### config.mk
export PLATFORM = sky130hd
export DESIGN_NAME = balanced_block_partition_flat
export DESIGN_NICKNAME = d
export VERILOG_FILES = /design/src/hdl/bbp_pkg.sv /design/src/hdl/bbp_req_if.sv /design/src/hdl/bbp_rsp_if.sv /design/src/hdl/bbp_csr.sv /design/src/hdl/bbp_prep.sv /design/src/hdl/bbp_mul_stage.sv /design/src/hdl/bbp_div_stage.sv /design/src/hdl/balanced_block_partition.sv /design/src/flat_wrapper.sv
export SDC_FILE = /design/constraint.sdc
export NUM_CORES = 2
export LEC_CHECK = 0
export BUFFER_PORTS_ARGS = -buffer_cell sky130_fd_sc_hd__buf_2
export CORE_ASPECT_RATIO = 1.5
export CORE_MARGIN = 2
export CORE_UTILIZATION = 55
export CTS_CLUSTER_SIZE = 25
export DETAILED_ROUTE_END_ITERATION = 12
export MAX_ROUTING_LAYER = met4
export PLACE_DENSITY = 0.77
export SETUP_SLACK_MARGIN = 0.1
export SKIP_CTS_REPAIR_TIMING = 1
export SLEW_MARGIN = 0
export SYNTH_ARGS = -nofsm -noshare
export SYNTH_HDL_FRONTEND = slang
export SYNTH_SLANG_ARGS = --single-unit
### constraint.sdc
create_clock -name clock -period 23.2 [get_ports clock]
set_input_delay 2.32 -clock clock [delete_from_list [all_inputs] [get_ports clock]]
set_output_delay 2.32 -clock clock [all_outputs]
set_load 0.01 [all_outputs]
### src/hdl/bbp_pkg.sv
// Shared types, codes and widths of the balanced block partition block.
`timescale 1ns / 1ps

package bbp_pkg;

   localparam int DATA_W  = 16;
   localparam int CNT_W   = $clog2(DATA_W);
   localparam int ADDR_W  = 4;
   localparam int PDATA_W = 32;

   typedef enum logic [1:0] {
      OP_SIZE  = 2'd0,
      OP_FIRST = 2'd1,
      OP_OWNER = 2'd2
   } bbp_op_type;

   typedef enum logic [1:0] {
      REG_SIDE   = 2'd0,
      REG_COUNT  = 2'd1,
      REG_LAYOUT = 2'd2
   } bbp_reg_type;

   typedef enum logic [2:0] {
      CFG_IDLE,
      CFG_LOAD,
      CFG_DIV,
      CFG_BIG,
      CFG_LEAD
   } bbp_cfg_state_type;

   // Configuration and the quantities derived from it.
   typedef struct packed {
      logic [DATA_W-1:0] side;
      logic [DATA_W-1:0] count;
      logic [DATA_W-1:0] q;
      logic [DATA_W-1:0] r;
      logic [DATA_W-1:0] big;
      logic [DATA_W-1:0] lead;
      logic              by_col;
   } bbp_cfg_type;

   // Item after decode, before the multiplier.
   typedef struct packed {
      logic              oor;
      logic              div_en;
      logic [DATA_W-1:0] div_add;
      logic [DATA_W-1:0] addend;
      logic [DATA_W-1:0] mul_a;
      logic [DATA_W-1:0] mul_b;
      logic [DATA_W-1:0] dq;
      logic [DATA_W-1:0] divisor;
   } bbp_pre_type;

   // Item inside the divider pipeline.
   typedef struct packed {
      logic              oor;
      logic              div_en;
      logic [DATA_W-1:0] div_add;
      logic [DATA_W-1:0] addend;
      logic [DATA_W-1:0] prod;
      logic [DATA_W-1:0] rem;
      logic [DATA_W-1:0] dq;
      logic [DATA_W-1:0] divisor;
   } bbp_lane_type;

endpackage

### src/hdl/bbp_req_if.sv
// Request channel interface: valid/ready handshake and request payload.
`timescale 1ns / 1ps

interface bbp_req_if import bbp_pkg::*; ();
   logic              valid;
   logic              ready;
   logic [1:0]        op;
   logic [DATA_W-1:0] value;
   logic              want_column;

   modport source (output valid, output op, output value, output want_column, input ready);
   modport sink   (input valid, input op, input value, input want_column, output ready);
endinterface

### src/hdl/bbp_rsp_if.sv
// Response channel interface: valid/ready handshake and response payload.
`timescale 1ns / 1ps

interface bbp_rsp_if import bbp_pkg::*; ();
   logic              valid;
   logic              ready;
   logic [DATA_W-1:0] result;
   logic              out_of_range;

   modport source (output valid, output result, output out_of_range, input ready);
   modport sink   (input valid, input result, input out_of_range, output ready);
endinterface

### src/hdl/bbp_csr.sv
// Configuration registers and the sequencer that derives quotient and remainder.
`timescale 1ns / 1ps

module bbp_csr import bbp_pkg::*; (
   input  logic               clock,
   input  logic               reset,
   input  logic               csr_psel,
   input  logic               csr_penable,
   input  logic               csr_pwrite,
   input  logic [ADDR_W-1:0]  csr_paddr,
   input  logic [PDATA_W-1:0] csr_pwdata,
   output logic [PDATA_W-1:0] csr_prdata,
   output logic               csr_pready,
   output bbp_cfg_type        cfg,
   output logic               busy
);

   logic [DATA_W-1:0] side_ff, side_in;
   logic [DATA_W-1:0] count_ff, count_in;
   logic              layout_ff, layout_in;

   bbp_cfg_state_type state_ff, state_in;
   logic [CNT_W-1:0]  cnt_ff, cnt_in;
   logic [DATA_W-1:0] dq_ff, dq_in;
   logic [DATA_W-1:0] rem_ff, rem_in;
   logic [DATA_W-1:0] q_ff, q_in;
   logic [DATA_W-1:0] r_ff, r_in;
   logic [DATA_W-1:0] big_ff, big_in;
   logic [DATA_W-1:0] lead_ff, lead_in;

   logic                wr;
   bbp_reg_type         idx;
   logic [DATA_W-1:0]   n_eff;
   logic [DATA_W:0]     rem_sh;
   logic [DATA_W:0]     diff;
   logic                ge;
   logic [2*DATA_W-1:0] lead_prod;

   assign csr_pready = 1'b1;
   assign wr         = csr_psel & csr_penable & csr_pwrite;
   assign idx        = bbp_reg_type'(csr_paddr[3:2]);
   // A block count of zero behaves as one.
   assign n_eff      = (count_ff == '0) ? DATA_W'(1) : count_ff;

   always_comb begin
      side_in   = side_ff;
      count_in  = count_ff;
      layout_in = layout_ff;
      if (wr) begin
         case (idx)
            REG_SIDE:   side_in   = csr_pwdata[DATA_W-1:0];
            REG_COUNT:  count_in  = csr_pwdata[DATA_W-1:0];
            REG_LAYOUT: layout_in = csr_pwdata[0];
            default: ;
         endcase
      end
   end

   always_comb begin
      case (idx)
         REG_SIDE:   csr_prdata = PDATA_W'(side_ff);
         REG_COUNT:  csr_prdata = PDATA_W'(count_ff);
         REG_LAYOUT: csr_prdata = PDATA_W'(layout_ff);
         default:    csr_prdata = '0;
      endcase
   end

   // Next state. Any write restarts the derivation from the updated registers.
   always_comb begin
      state_in = state_ff;
      case (state_ff)
         CFG_IDLE: state_in = CFG_IDLE;
         CFG_LOAD: state_in = CFG_DIV;
         CFG_DIV:  state_in = (cnt_ff == CNT_W'(DATA_W-1)) ? CFG_BIG : CFG_DIV;
         CFG_BIG:  state_in = CFG_LEAD;
         CFG_LEAD: state_in = CFG_IDLE;
         default:  state_in = CFG_IDLE;
      endcase
      if (wr) begin
         state_in = CFG_LOAD;
      end
   end

   assign rem_sh    = {rem_ff, dq_ff[DATA_W-1]};
   assign diff      = rem_sh - {1'b0, n_eff};
   assign ge        = rem_sh >= {1'b0, n_eff};
   assign lead_prod = big_ff * r_ff;

   // Outputs and datapath updates of the sequencer.
   always_comb begin
      busy    = (state_ff != CFG_IDLE);
      cnt_in  = cnt_ff;
      dq_in   = dq_ff;
      rem_in  = rem_ff;
      q_in    = q_ff;
      r_in    = r_ff;
      big_in  = big_ff;
      lead_in = lead_ff;
      case (state_ff)
         CFG_LOAD: begin
            cnt_in = '0;
            dq_in  = side_ff;
            rem_in = '0;
         end
         CFG_DIV: begin
            cnt_in = cnt_ff + CNT_W'(1);
            rem_in = ge ? diff[DATA_W-1:0] : rem_sh[DATA_W-1:0];
            dq_in  = {dq_ff[DATA_W-2:0], ge};
         end
         CFG_BIG: begin
            q_in   = dq_ff;
            r_in   = rem_ff;
            big_in = dq_ff + DATA_W'(rem_ff != '0);
         end
         CFG_LEAD: begin
            lead_in = lead_prod[DATA_W-1:0];
         end
         default: ;
      endcase
   end

   always_ff @(posedge clock) begin
      if (reset) begin
         side_ff   <= DATA_W'(1);
         count_ff  <= DATA_W'(1);
         layout_ff <= 1'b1;
         state_ff  <= CFG_LOAD;
      end else begin
         side_ff   <= side_in;
         count_ff  <= count_in;
         layout_ff <= layout_in;
         state_ff  <= state_in;
      end
   end

   always_ff @(posedge clock) begin
      cnt_ff  <= cnt_in;
      dq_ff   <= dq_in;
      rem_ff  <= rem_in;
      q_ff    <= q_in;
      r_ff    <= r_in;
      big_ff  <= big_in;
      lead_ff <= lead_in;
   end

   assign cfg.side   = side_ff;
   assign cfg.count  = n_eff;
   assign cfg.q      = q_ff;
   assign cfg.r      = r_ff;
   assign cfg.big    = big_ff;
   assign cfg.lead   = lead_ff;
   assign cfg.by_col = layout_ff;

endmodule

### src/hdl/bbp_prep.sv
// Decode stage: range checks and operand selection for multiplier and divider.
`timescale 1ns / 1ps

module bbp_prep import bbp_pkg::*; (
   input  logic              clock,
   input  logic              reset,
   input  logic              in_valid,
   output logic              in_ready,
   input  logic [1:0]        op,
   input  logic [DATA_W-1:0] value,
   input  logic              want_column,
   input  bbp_cfg_type       cfg,
   output logic              out_valid,
   input  logic              out_ready,
   output bbp_pre_type       out_item
);

   logic        valid_ff, valid_in;
   bbp_pre_type item_ff, item_in;

   assign in_ready = ~valid_ff | out_ready;
   assign valid_in = in_ready ? in_valid : valid_ff;

   always_comb begin
      item_in         = '0;
      item_in.divisor = DATA_W'(1);
      case (bbp_op_type'(op))
         OP_SIZE: begin
            if (value >= cfg.count) begin
               item_in.oor = 1'b1;
            end else begin
               item_in.addend = cfg.q + DATA_W'(cfg.r > value);
            end
         end
         OP_FIRST: begin
            if (value >= cfg.count) begin
               item_in.oor = 1'b1;
            end else if (cfg.by_col != want_column) begin
               item_in.addend = '0;
            end else if (value > cfg.r) begin
               item_in.mul_a  = value - cfg.r;
               item_in.mul_b  = cfg.q;
               item_in.addend = cfg.lead;
            end else begin
               item_in.mul_a = value;
               item_in.mul_b = cfg.big;
            end
         end
         OP_OWNER: begin
            if (value >= cfg.side) begin
               item_in.oor = 1'b1;
            end else begin
               item_in.div_en = 1'b1;
               if (value < cfg.lead) begin
                  item_in.dq      = value;
                  item_in.divisor = cfg.big;
               end else begin
                  item_in.dq      = value - cfg.lead;
                  item_in.divisor = cfg.q;
                  item_in.div_add = cfg.r;
               end
            end
         end
         default: ;
      endcase
   end

   always_ff @(posedge clock) begin
      if (reset) begin
         valid_ff <= 1'b0;
      end else begin
         valid_ff <= valid_in;
      end
   end

   always_ff @(posedge clock) begin
      if (in_ready && in_valid) begin
         item_ff <= item_in;
      end
   end

   assign out_valid = valid_ff;
   assign out_item  = item_ff;

endmodule

### src/hdl/bbp_mul_stage.sv
// Multiplier stage: forms the product for first-index requests.
`timescale 1ns / 1ps

module bbp_mul_stage import bbp_pkg::*; (
   input  logic         clock,
   input  logic         reset,
   input  logic         in_valid,
   output logic         in_ready,
   input  bbp_pre_type  in_item,
   output logic         out_valid,
   input  logic         out_ready,
   output bbp_lane_type out_lane
);

   logic                valid_ff, valid_in;
   bbp_lane_type        lane_ff, lane_in;
   logic [2*DATA_W-1:0] prod;

   assign in_ready = ~valid_ff | out_ready;
   assign valid_in = in_ready ? in_valid : valid_ff;
   assign prod     = in_item.mul_a * in_item.mul_b;

   always_comb begin
      lane_in.oor     = in_item.oor;
      lane_in.div_en  = in_item.div_en;
      lane_in.div_add = in_item.div_add;
      lane_in.addend  = in_item.addend;
      lane_in.prod    = prod[DATA_W-1:0];
      lane_in.rem     = '0;
      lane_in.dq      = in_item.dq;
      lane_in.divisor = in_item.divisor;
   end

   always_ff @(posedge clock) begin
      if (reset) begin
         valid_ff <= 1'b0;
      end else begin
         valid_ff <= valid_in;
      end
   end

   always_ff @(posedge clock) begin
      if (in_ready && in_valid) begin
         lane_ff <= lane_in;
      end
   end

   assign out_valid = valid_ff;
   assign out_lane  = lane_ff;

endmodule

### src/hdl/bbp_div_stage.sv
// One restoring-division stage: retires one quotient bit per item.
`timescale 1ns / 1ps

module bbp_div_stage import bbp_pkg::*; (
   input  logic         clock,
   input  logic         reset,
   input  logic         in_valid,
   output logic         in_ready,
   input  bbp_lane_type in_lane,
   output logic         out_valid,
   input  logic         out_ready,
   output bbp_lane_type out_lane
);

   logic            valid_ff, valid_in;
   bbp_lane_type    lane_ff, lane_in;
   logic [DATA_W:0] rem_sh;
   logic [DATA_W:0] diff;
   logic            ge;

   assign in_ready = ~valid_ff | out_ready;
   assign valid_in = in_ready ? in_valid : valid_ff;

   assign rem_sh = {in_lane.rem, in_lane.dq[DATA_W-1]};
   assign diff   = rem_sh - {1'b0, in_lane.divisor};
   assign ge     = rem_sh >= {1'b0, in_lane.divisor};

   always_comb begin
      lane_in     = in_lane;
      lane_in.rem = ge ? diff[DATA_W-1:0] : rem_sh[DATA_W-1:0];
      lane_in.dq  = {in_lane.dq[DATA_W-2:0], ge};
   end

   always_ff @(posedge clock) begin
      if (reset) begin
         valid_ff <= 1'b0;
      end else begin
         valid_ff <= valid_in;
      end
   end

   always_ff @(posedge clock) begin
      if (in_ready && in_valid) begin
         lane_ff <= lane_in;
      end
   end

   assign out_valid = valid_ff;
   assign out_lane  = lane_ff;

endmodule

### src/hdl/balanced_block_partition.sv
// Top level of the balanced block partition block.
`timescale 1ns / 1ps

// The block splits a range of "side" elements into a configured number of
// blocks whose sizes differ by at most one, larger blocks first, and answers
// three kinds of request: the size of a block, the first index of a block,
// and the block that holds an element index. A request transfer may be taken
// on every clock cycle, and each request yields exactly one response, in
// order. The path is a pipeline of a decode stage, a multiplier stage,
// sixteen restoring division stages (one quotient bit each) and an output
// register; every stage holds its item while the stage after it is full, so
// a stalled response side backs up the pipeline without losing or repeating
// anything, and requests keep being taken while there are empty stages. The
// quotient and remainder of side by the block count are derived by a
// one-bit-per-cycle sequencer after reset and after every register write;
// during the derivation no request is taken (register writes are always
// taken). Registers: side at byte address 0, the block count at 4 (zero acts
// as one), by_column_layout at 8.

module balanced_block_partition import bbp_pkg::*; (
   input  logic               clock,
   input  logic               reset,
   bbp_req_if.sink            req_port,
   bbp_rsp_if.source          rsp_port,
   input  logic               csr_psel,
   input  logic               csr_penable,
   input  logic               csr_pwrite,
   input  logic [ADDR_W-1:0]  csr_paddr,
   input  logic [PDATA_W-1:0] csr_pwdata,
   output logic [PDATA_W-1:0] csr_prdata,
   output logic               csr_pready
);

   bbp_cfg_type cfg;
   logic        busy;

   logic        prep_in_ready;
   logic        prep_valid;
   logic        prep_ready;
   bbp_pre_type prep_item;

   logic         div_valid [0:DATA_W];
   logic         div_ready [0:DATA_W];
   bbp_lane_type div_lane  [0:DATA_W];

   logic              out_valid_ff, out_valid_in;
   logic [DATA_W-1:0] result_ff, result_in;
   logic              oor_ff, oor_in;
   logic              out_take;

   bbp_csr u_csr (
      .clock       (clock),
      .reset       (reset),
      .csr_psel    (csr_psel),
      .csr_penable (csr_penable),
      .csr_pwrite  (csr_pwrite),
      .csr_paddr   (csr_paddr),
      .csr_pwdata  (csr_pwdata),
      .csr_prdata  (csr_prdata),
      .csr_pready  (csr_pready),
      .cfg         (cfg),
      .busy        (busy)
   );

   // Requests are held off while the derived configuration is being rebuilt.
   assign req_port.ready = prep_in_ready & ~busy;

   bbp_prep u_prep (
      .clock       (clock),
      .reset       (reset),
      .in_valid    (req_port.valid & ~busy),
      .in_ready    (prep_in_ready),
      .op          (req_port.op),
      .value       (req_port.value),
      .want_column (req_port.want_column),
      .cfg         (cfg),
      .out_valid   (prep_valid),
      .out_ready   (prep_ready),
      .out_item    (prep_item)
   );

   bbp_mul_stage u_mul (
      .clock     (clock),
      .reset     (reset),
      .in_valid  (prep_valid),
      .in_ready  (prep_ready),
      .in_item   (prep_item),
      .out_valid (div_valid[0]),
      .out_ready (div_ready[0]),
      .out_lane  (div_lane[0])
   );

   // Division pipeline, most significant quotient bit first.
   for (genvar i = 0; i < DATA_W; i++) begin : g_div
      bbp_div_stage u_div (
         .clock     (clock),
         .reset     (reset),
         .in_valid  (div_valid[i]),
         .in_ready  (div_ready[i]),
         .in_lane   (div_lane[i]),
         .out_valid (div_valid[i+1]),
         .out_ready (div_ready[i+1]),
         .out_lane  (div_lane[i+1])
      );
   end

   // Output register: picks the quotient path or the product path and holds
   // the response until its transfer completes.
   assign div_ready[DATA_W] = ~out_valid_ff | rsp_port.ready;
   assign out_take          = div_ready[DATA_W] & div_valid[DATA_W];
   assign out_valid_in      = div_ready[DATA_W] ? div_valid[DATA_W] : out_valid_ff;

   always_comb begin
      if (div_lane[DATA_W].div_en) begin
         result_in = div_lane[DATA_W].div_add + div_lane[DATA_W].dq;
      end else begin
         result_in = div_lane[DATA_W].prod + div_lane[DATA_W].addend;
      end
      oor_in = div_lane[DATA_W].oor;
   end

   always_ff @(posedge clock) begin
      if (reset) begin
         out_valid_ff <= 1'b0;
      end else begin
         out_valid_ff <= out_valid_in;
      end
   end

   always_ff @(posedge clock) begin
      if (out_take) begin
         result_ff <= result_in;
         oor_ff    <= oor_in;
      end
   end

   assign rsp_port.valid        = out_valid_ff;
   assign rsp_port.result       = result_ff;
   assign rsp_port.out_of_range = oor_ff;

endmodule

### src/flat_wrapper.sv
// flat-port wrapper written by rule: the top's interface ports become plain ports
module balanced_block_partition_flat import bbp_pkg::*;
  (clock, reset, csr_psel, csr_penable, csr_pwrite, csr_paddr, csr_pwdata, csr_prdata, csr_pready, req_port_valid, req_port_op, req_port_value, req_port_want_column, req_port_ready, rsp_port_valid, rsp_port_result, rsp_port_out_of_range, rsp_port_ready);
  bbp_req_if req_port_i ();
  bbp_rsp_if rsp_port_i ();
  input  logic clock;
  input  logic reset;
  input  logic csr_psel;
  input  logic csr_penable;
  input  logic csr_pwrite;
  input  logic [ADDR_W-1:0] csr_paddr;
  input  logic [PDATA_W-1:0] csr_pwdata;
  output logic [PDATA_W-1:0] csr_prdata;
  output logic csr_pready;
  input wire logic [$bits(req_port_i.valid)-1:0] req_port_valid;
  input wire logic [$bits(req_port_i.op)-1:0] req_port_op;
  input wire logic [$bits(req_port_i.value)-1:0] req_port_value;
  input wire logic [$bits(req_port_i.want_column)-1:0] req_port_want_column;
  output wire logic [$bits(req_port_i.ready)-1:0] req_port_ready;
  output wire logic [$bits(rsp_port_i.valid)-1:0] rsp_port_valid;
  output wire logic [$bits(rsp_port_i.result)-1:0] rsp_port_result;
  output wire logic [$bits(rsp_port_i.out_of_range)-1:0] rsp_port_out_of_range;
  input wire logic [$bits(rsp_port_i.ready)-1:0] rsp_port_ready;
  assign req_port_i.valid = req_port_valid;
  assign req_port_i.op = req_port_op;
  assign req_port_i.value = req_port_value;
  assign req_port_i.want_column = req_port_want_column;
  assign req_port_ready = req_port_i.ready;
  assign rsp_port_valid = rsp_port_i.valid;
  assign rsp_port_result = rsp_port_i.result;
  assign rsp_port_out_of_range = rsp_port_i.out_of_range;
  assign rsp_port_i.ready = rsp_port_ready;
  balanced_block_partition u_core (.clock(clock), .reset(reset), .req_port(req_port_i), .rsp_port(rsp_port_i), .csr_psel(csr_psel), .csr_penable(csr_penable), .csr_pwrite(csr_pwrite), .csr_paddr(csr_paddr), .csr_pwdata(csr_pwdata), .csr_prdata(csr_prdata), .csr_pready(csr_pready));
endmodule
=== After elaboration in Yosys (flattened, before gate mapping) ===
Index checks and enable logic that the tools add are counted.

* Output and inout bits: 52
* Input port bits: 62
* Logic and storage cells: 346
* Bits in registers: 1888

* Equality and inequality tests: 10
* $lt $le $gt $ge: 22
* Muxes and demuxes: 37
* Bitwise logic cells: 46
* Add/subtract/negate cells: 23
* Reduce and logical (&&, ||, !) cells: 32
* $mul: 2

{| class="wikitable"
|+ Operators with widths
! kind !! number
|-
| 16-bit 2-to-1 mux || 21
|-
| 17-bit by 16-bit greater-or-equal comparator with 1-bit output || 16
|-
| 16-bit subtractor || 17
|-
| 32-bit 2-to-1 mux || 3
|-
| 16-bit case mux with 2 select lines || 3
|-
| 48-bit 2-to-1 mux || 1
|-
| 16-bit case mux with 3 select lines || 1
|-
| 16-bit by 1-bit adder with 16-bit output || 2
|-
| 16-bit adder || 2
|-
| 16-bit greater-or-equal comparator || 2
|-
| 16-bit greater-than comparator || 2
|-
| 16-bit by 16-bit multiplier with 16-bit output || 2
|-
| 1-bit NOT || 22
|-
| 1-bit OR || 19
|-
| 1-bit logical AND || 18
|-
| 17-bit 2-to-1 mux || 1
|-
| 1-bit by 16-bit greater-or-equal comparator with 1-bit output || 1
|-
| 16-bit logical NOT || 1
|-
| 16-bit less-than comparator || 1
|-
| 16-bit nonzero test || 1
|-
| 1-bit by 16-bit subtractor with 16-bit output || 1
|-
| 3-bit case mux with 3 select lines || 1
|-
| 4-bit case mux with 2 select lines || 1
|-
| 3-bit by 2-bit == test with 1-bit output, second input constant || 2
|-
| 16 further kinds || 31
|}

=== Longest topological paths before layout ===
* Word-level depth: 21
* Mapped depth: 20
* Gate-level depth less buffers: 19

=== By module ===
A second synthesis with hierarchy kept.

* Cell total of the unflattened synthesis: 6683
* Area, all modules: 92443.7 µm²

{| class="wikitable"
|+ By module, submodules not included
! module !! cells each !! area each (µm²) !! seq. area each (µm²) !! times used
|-
| bbp_div_stage (u_core.g_div[15].u_div ...) || 256 || 4175.3 || 2962.8 || 10
|-
| bbp_div_stage (u_core.g_div[0].u_div ...) || 254 || 4119.0 || 2962.8 || 6
|-
| bbp_csr || 1062 || 10317.4 || 3723.6 || 1
|-
| bbp_prep || 723 || 6944.2 || 2962.8 || 1
|-
| bbp_mul_stage || 577 || 6588.8 || 2482.4 || 1
|-
| balanced_block_partition || 237 || 2127.0 || 530.5 || 1
|}

=== Least setup slack after synthesis ===
No wires, ideal clock.

* Kind: input to register
* Start point: in rsp_port_ready
* End point: reg u_core.g_div[1].u_div.lane_ff, in the netlist u_core.g_div[1].u_div.out_lane[0], enable pin
* Setup time: 0.705 ns
* Path buffers: 0
* Data required time: 22.495 ns
* Cell stages on the path: 5
* Slack: 12.389 ns
* Data arrival time: 10.106 ns
* Cells stage by stage: and4b_1 and4_1 nand4_1 nor2_1 a21boi_0

* Word-level cells in the longest chain between the ends: 17

{| class="wikitable"
|+ RTL lines
! item !! RTL line !! source
|-
| from (decl) || flat_wrapper.sv:23 || <nowiki>input wire logic [$bits(rsp_port_i.ready)-1:0] rsp_port_ready;</nowiki>
|-
| 1-bit OR || balanced_block_partition.sv:109 || <nowiki>assign div_ready[DATA_W] = ~out_valid_ff | rsp_port.ready;</nowiki>
|-
| 1-bit OR (15 in a row) || bbp_div_stage.sv:21 || <nowiki>assign in_ready = ~valid_ff | out_ready;</nowiki>
|-
| 1-bit logical AND || bbp_div_stage.sv:43 || <nowiki>if (in_ready && in_valid) begin</nowiki>
|-
| to (signal assigned) || bbp_div_stage.sv:44 || <nowiki>lane_ff <= lane_in;</nowiki>
|-
| to (decl) || bbp_div_stage.sv:16 || <nowiki>bbp_lane_type lane_ff, lane_in;</nowiki>
|}

Every way passes these cells.
A chain may end at the register's enable or synchronous reset.

=== Worst setup path after layout ===
* Start point: in rsp_port_ready
* End point: out req_port_ready

* Word-level cells in the longest chain between the ends: 20

{| class="wikitable"
|+ RTL lines
! item !! RTL line !! source
|-
| 1-bit OR || balanced_block_partition.sv:109 ||
|-
| 1-bit OR (16 in a row) || bbp_div_stage.sv:21 ||
|-
| 1-bit OR || bbp_mul_stage.sv:19 || <nowiki>assign in_ready = ~valid_ff | out_ready;</nowiki>
|-
| 1-bit OR || bbp_prep.sv:21 || <nowiki>assign in_ready = ~valid_ff | out_ready;</nowiki>
|-
| 1-bit bitwise AND || balanced_block_partition.sv:66 || <nowiki>assign req_port.ready = prep_in_ready & ~busy;</nowiki>
|-
| to (decl) || flat_wrapper.sv:19 || <nowiki>output wire logic [$bits(req_port_i.ready)-1:0] req_port_ready;</nowiki>
|}

Every way passes these cells.

==> summary.md <==
| Metric | Value |
|---|---|
| Status | `completed` |
| Final setup violating endpoints | `0` |
| Total CTS buffers | `171` |
| H-tree depth | `4` |
| CTS tree | `built` |
| Data arrival, critical path | `5.16 ns` |
| Layout Nets | `6829` |
| Final Slew Violations | `0` |
| Detailed Place HPWL | `120000 um` |
| Pleak | `34.4 nW` |
| Pin count of the biggest net entering global routing | `94` |
| Worst reg2reg path endpoint | `u_core.u_csr.lead_ff[15]` |
| Setup TNS | `0 ns` |
| M2 GR Usage | `43.8%` |
| Commonest cells after routing, fill and taps aside | `edfxtp_1 (1833), inv_1 (630), ha_1 (455), nand2_1 (410), a21oi_1 (270)` |
| Fillcell total | `11286` |
| Fin cells | `8331` |
| Synth top area cells | `edfxtp_1 (64%), ha_1 (6.6%), fa_1 (4.2%), inv_1 (2.8%), xnor2_1 (2.5%)` |
| PwrDens | `82.5 nW/um2` |
| Number of global-route vias before repair | `49335` |
| R2R Setup Slk | `17.58 ns` |
| Critical path type | `in2out` |
| M3 GR Usage | `3.01%` |
| Fraction of registers with async set/reset | `0%` |
| Pre-antenna DRT Iters | `5` |
| Area share of the largest cell type after synthesis | `64.2%` |
| Clk_skew | `0.0484 ns` |
| RSZ-0062 raised after global routing | `no` |
| CP required | `20.88 ns` |
| Antenna violations before repair | `1` |
| Hold_sp | `u_core.g_div[5].u_div.out_lane[23]` |
| Tightest Pin Transition | `1.19 ns` |
| Total GRT Usage | `22.6%` |
| Top Usage Layer GRT | `met2` |
| Cell taking the most area after synthesis | `edfxtp_1` |
| Total power | `7.78 mW` |
| Mapped Cells | `5952` |
| Share of cells above drive strength 1 | `9.41%` |
| Hold Crit Class | `reg2reg` |
| Commonest non-fill, non-tap cell in the layout | `edfxtp_1` |
| Clock latency on the worst-skew pair | `0.83 ns` |
| Port Buffers | `78` |
| Crit share post-route | `32.2%` |
| Final wirelength | `172000 um` |
| Area Overhead vs Synth | `9.88%` |
| Core box area | `155000 um2` |
| WL/cell | `20.7 um` |
| Syn avg cell area | `14.4 um2` |
| RD Place Congestion | `0.958` |
| Startpoint types | `primary input` |
| Synth warn | `0` |
| Row cnt | `177` |
| Max Fclk | `0.134 GHz` |
| Routing usage on met1 | `20.5%` |
| Longest Clk Path Bufs | `3` |
| Clk root buf | `clkbuf_16` |
| Max reg flops | `1536` |
| Post-Synthesis Cell Area | `85700 um2` |
| First-pass GRT wire length | `268000 um` |
| Max cap viols | `0` |
| Vias per cell | `5.58` |
| Number of remaining DRC errors | `0` |
| Die height | `488 um` |
| Register area share after synthesis | `65.5%` |
| Synth unique cells | `77` |
| Tmin final | `7.48 ns` |
| VDD IR max | `65.7 uV` |
| Sink Count | `1888` |
| DR vias | `46455` |
| Relative max-transition margin | `20.7%` |
| Post-DP Area | `88700 um2` |
| I/O pins | `114` |
| WHS Path Cells | `0` |
| Crit end category | `output pin` |
| CP Max Fanout | `6` |
| Total grt overflow | `0` |
| CTS clk-pin slew, worst paths | `0.07 ns` |
| Post-synth EDFFs | `1833` |
| Synth Flop Type | `edfxtp_1` |
| Final Hold Viols | `0` |
| Initial core utilization | `55.3%` |
| Util after Layout | `60.8%` |
| Worst r2r src | `u_core.u_csr.big_ff[4]` |
| Die footprint | `159000 um2` |
| Die width | `326 um` |
| Synth Register Bits | `1888` |
| DRT iter0 DRCs | `2917` |
| Hold Crit Endpoint | `u_core.g_div[6].u_div.out_lane[24]` |
| DRT antenna net count | `0` |
| Placed cell count | `8018` |
| Cell area after layout | `94200 um2` |
| Worst reg2reg path depth | `16` |
==> routing by layer <==
layer,routed length [um],up-vias
met5,0,-
met4,11900,0
met3,5500,512
met2,98500,1142
met1,56300,22829
li1,-,21972
==> worst max path at each step <==
stage	from	to	slack [ns]	cells after the start
floorplan	rsp_port_ready	u_core.g_div[1].u_div.out_lane[0]	12.39	5
global placement	rsp_port_ready	req_port_ready	15.73	9
detailed placement	rsp_port_ready	req_port_ready	15.70	9
CTS	rsp_port_ready	req_port_ready	15.67	9
global route	rsp_port_ready	req_port_ready	15.44	9
finish	rsp_port_ready	req_port_ready	15.72	9
==> per-stage QoR <==
step,setup slack [ns],hold slack [ns]
after floorplan,12.39,0.400
after detailed placement,15.70,0.405
after global routing,15.44,0.418
after global placement,15.73,0.400
after CTS,15.67,0.404
final,15.72,0.403
==> synth_stat cells, types with 89 or more instances <==
library cell	instances
a21oi_1	272
and2_1	139
clkbuf_1	89
edfxtp_1	1833
fa_1	179
ha_1	455
inv_1	630
mux2_2	159
nand2_1	410
nor2_1	254
o21ai_0	134
xnor2_1	245
==> where the power goes <==
group	total, mW	switching (mW)	internal [mW]
Sequential	3.87	0.0642	3.80
Clock	2.77	1.26	1.51
Combinational	1.14	0.626	0.511
==> critical path: stages <==
cell       delay, ns
buf_2           0.11
and4b_1         0.46
and4_1          0.49
nand4_1         0.25
nor2_1          0.51
and3_1          0.33
and2_1          0.33
a2111oi_0       0.18
buf_2           0.17
==> final cells by class <==
type | count | area, um2 | share of cell area [%]
clock inverters | 96 | 1020 | 1.09
well taps | 2058 | 2570 | 2.73
inverters | 631 | 2370 | 2.51
multi-input cells | 3321 | 26900 | 28.5
flip-flops and latches | 1888 | 56100 | 59.6
repair buffers | 120 | 706 | 0.749
diodes | 1 | 2.50 | 0.00266
clock buffers | 216 | 4510 | 4.79
==> cells by family (layout without fill, tap and decap cells) <==
kind of cell,Yosys count,after routing,share of synthesized area [%]
buffers and inverters,758,1063,3.49
other,2,18,0.00876
AO/OA/AOI/OAI,886,886,7.00
multiplexers,245,245,3.09
flip-flops,1888,1888,65.5
adder cells (fa/ha/maj),634,634,10.8
XOR/XNOR,323,323,3.30
AND/OR/NAND/NOR,1216,1216,6.80
Note: power is estimated with default switching activity, not from simulation.
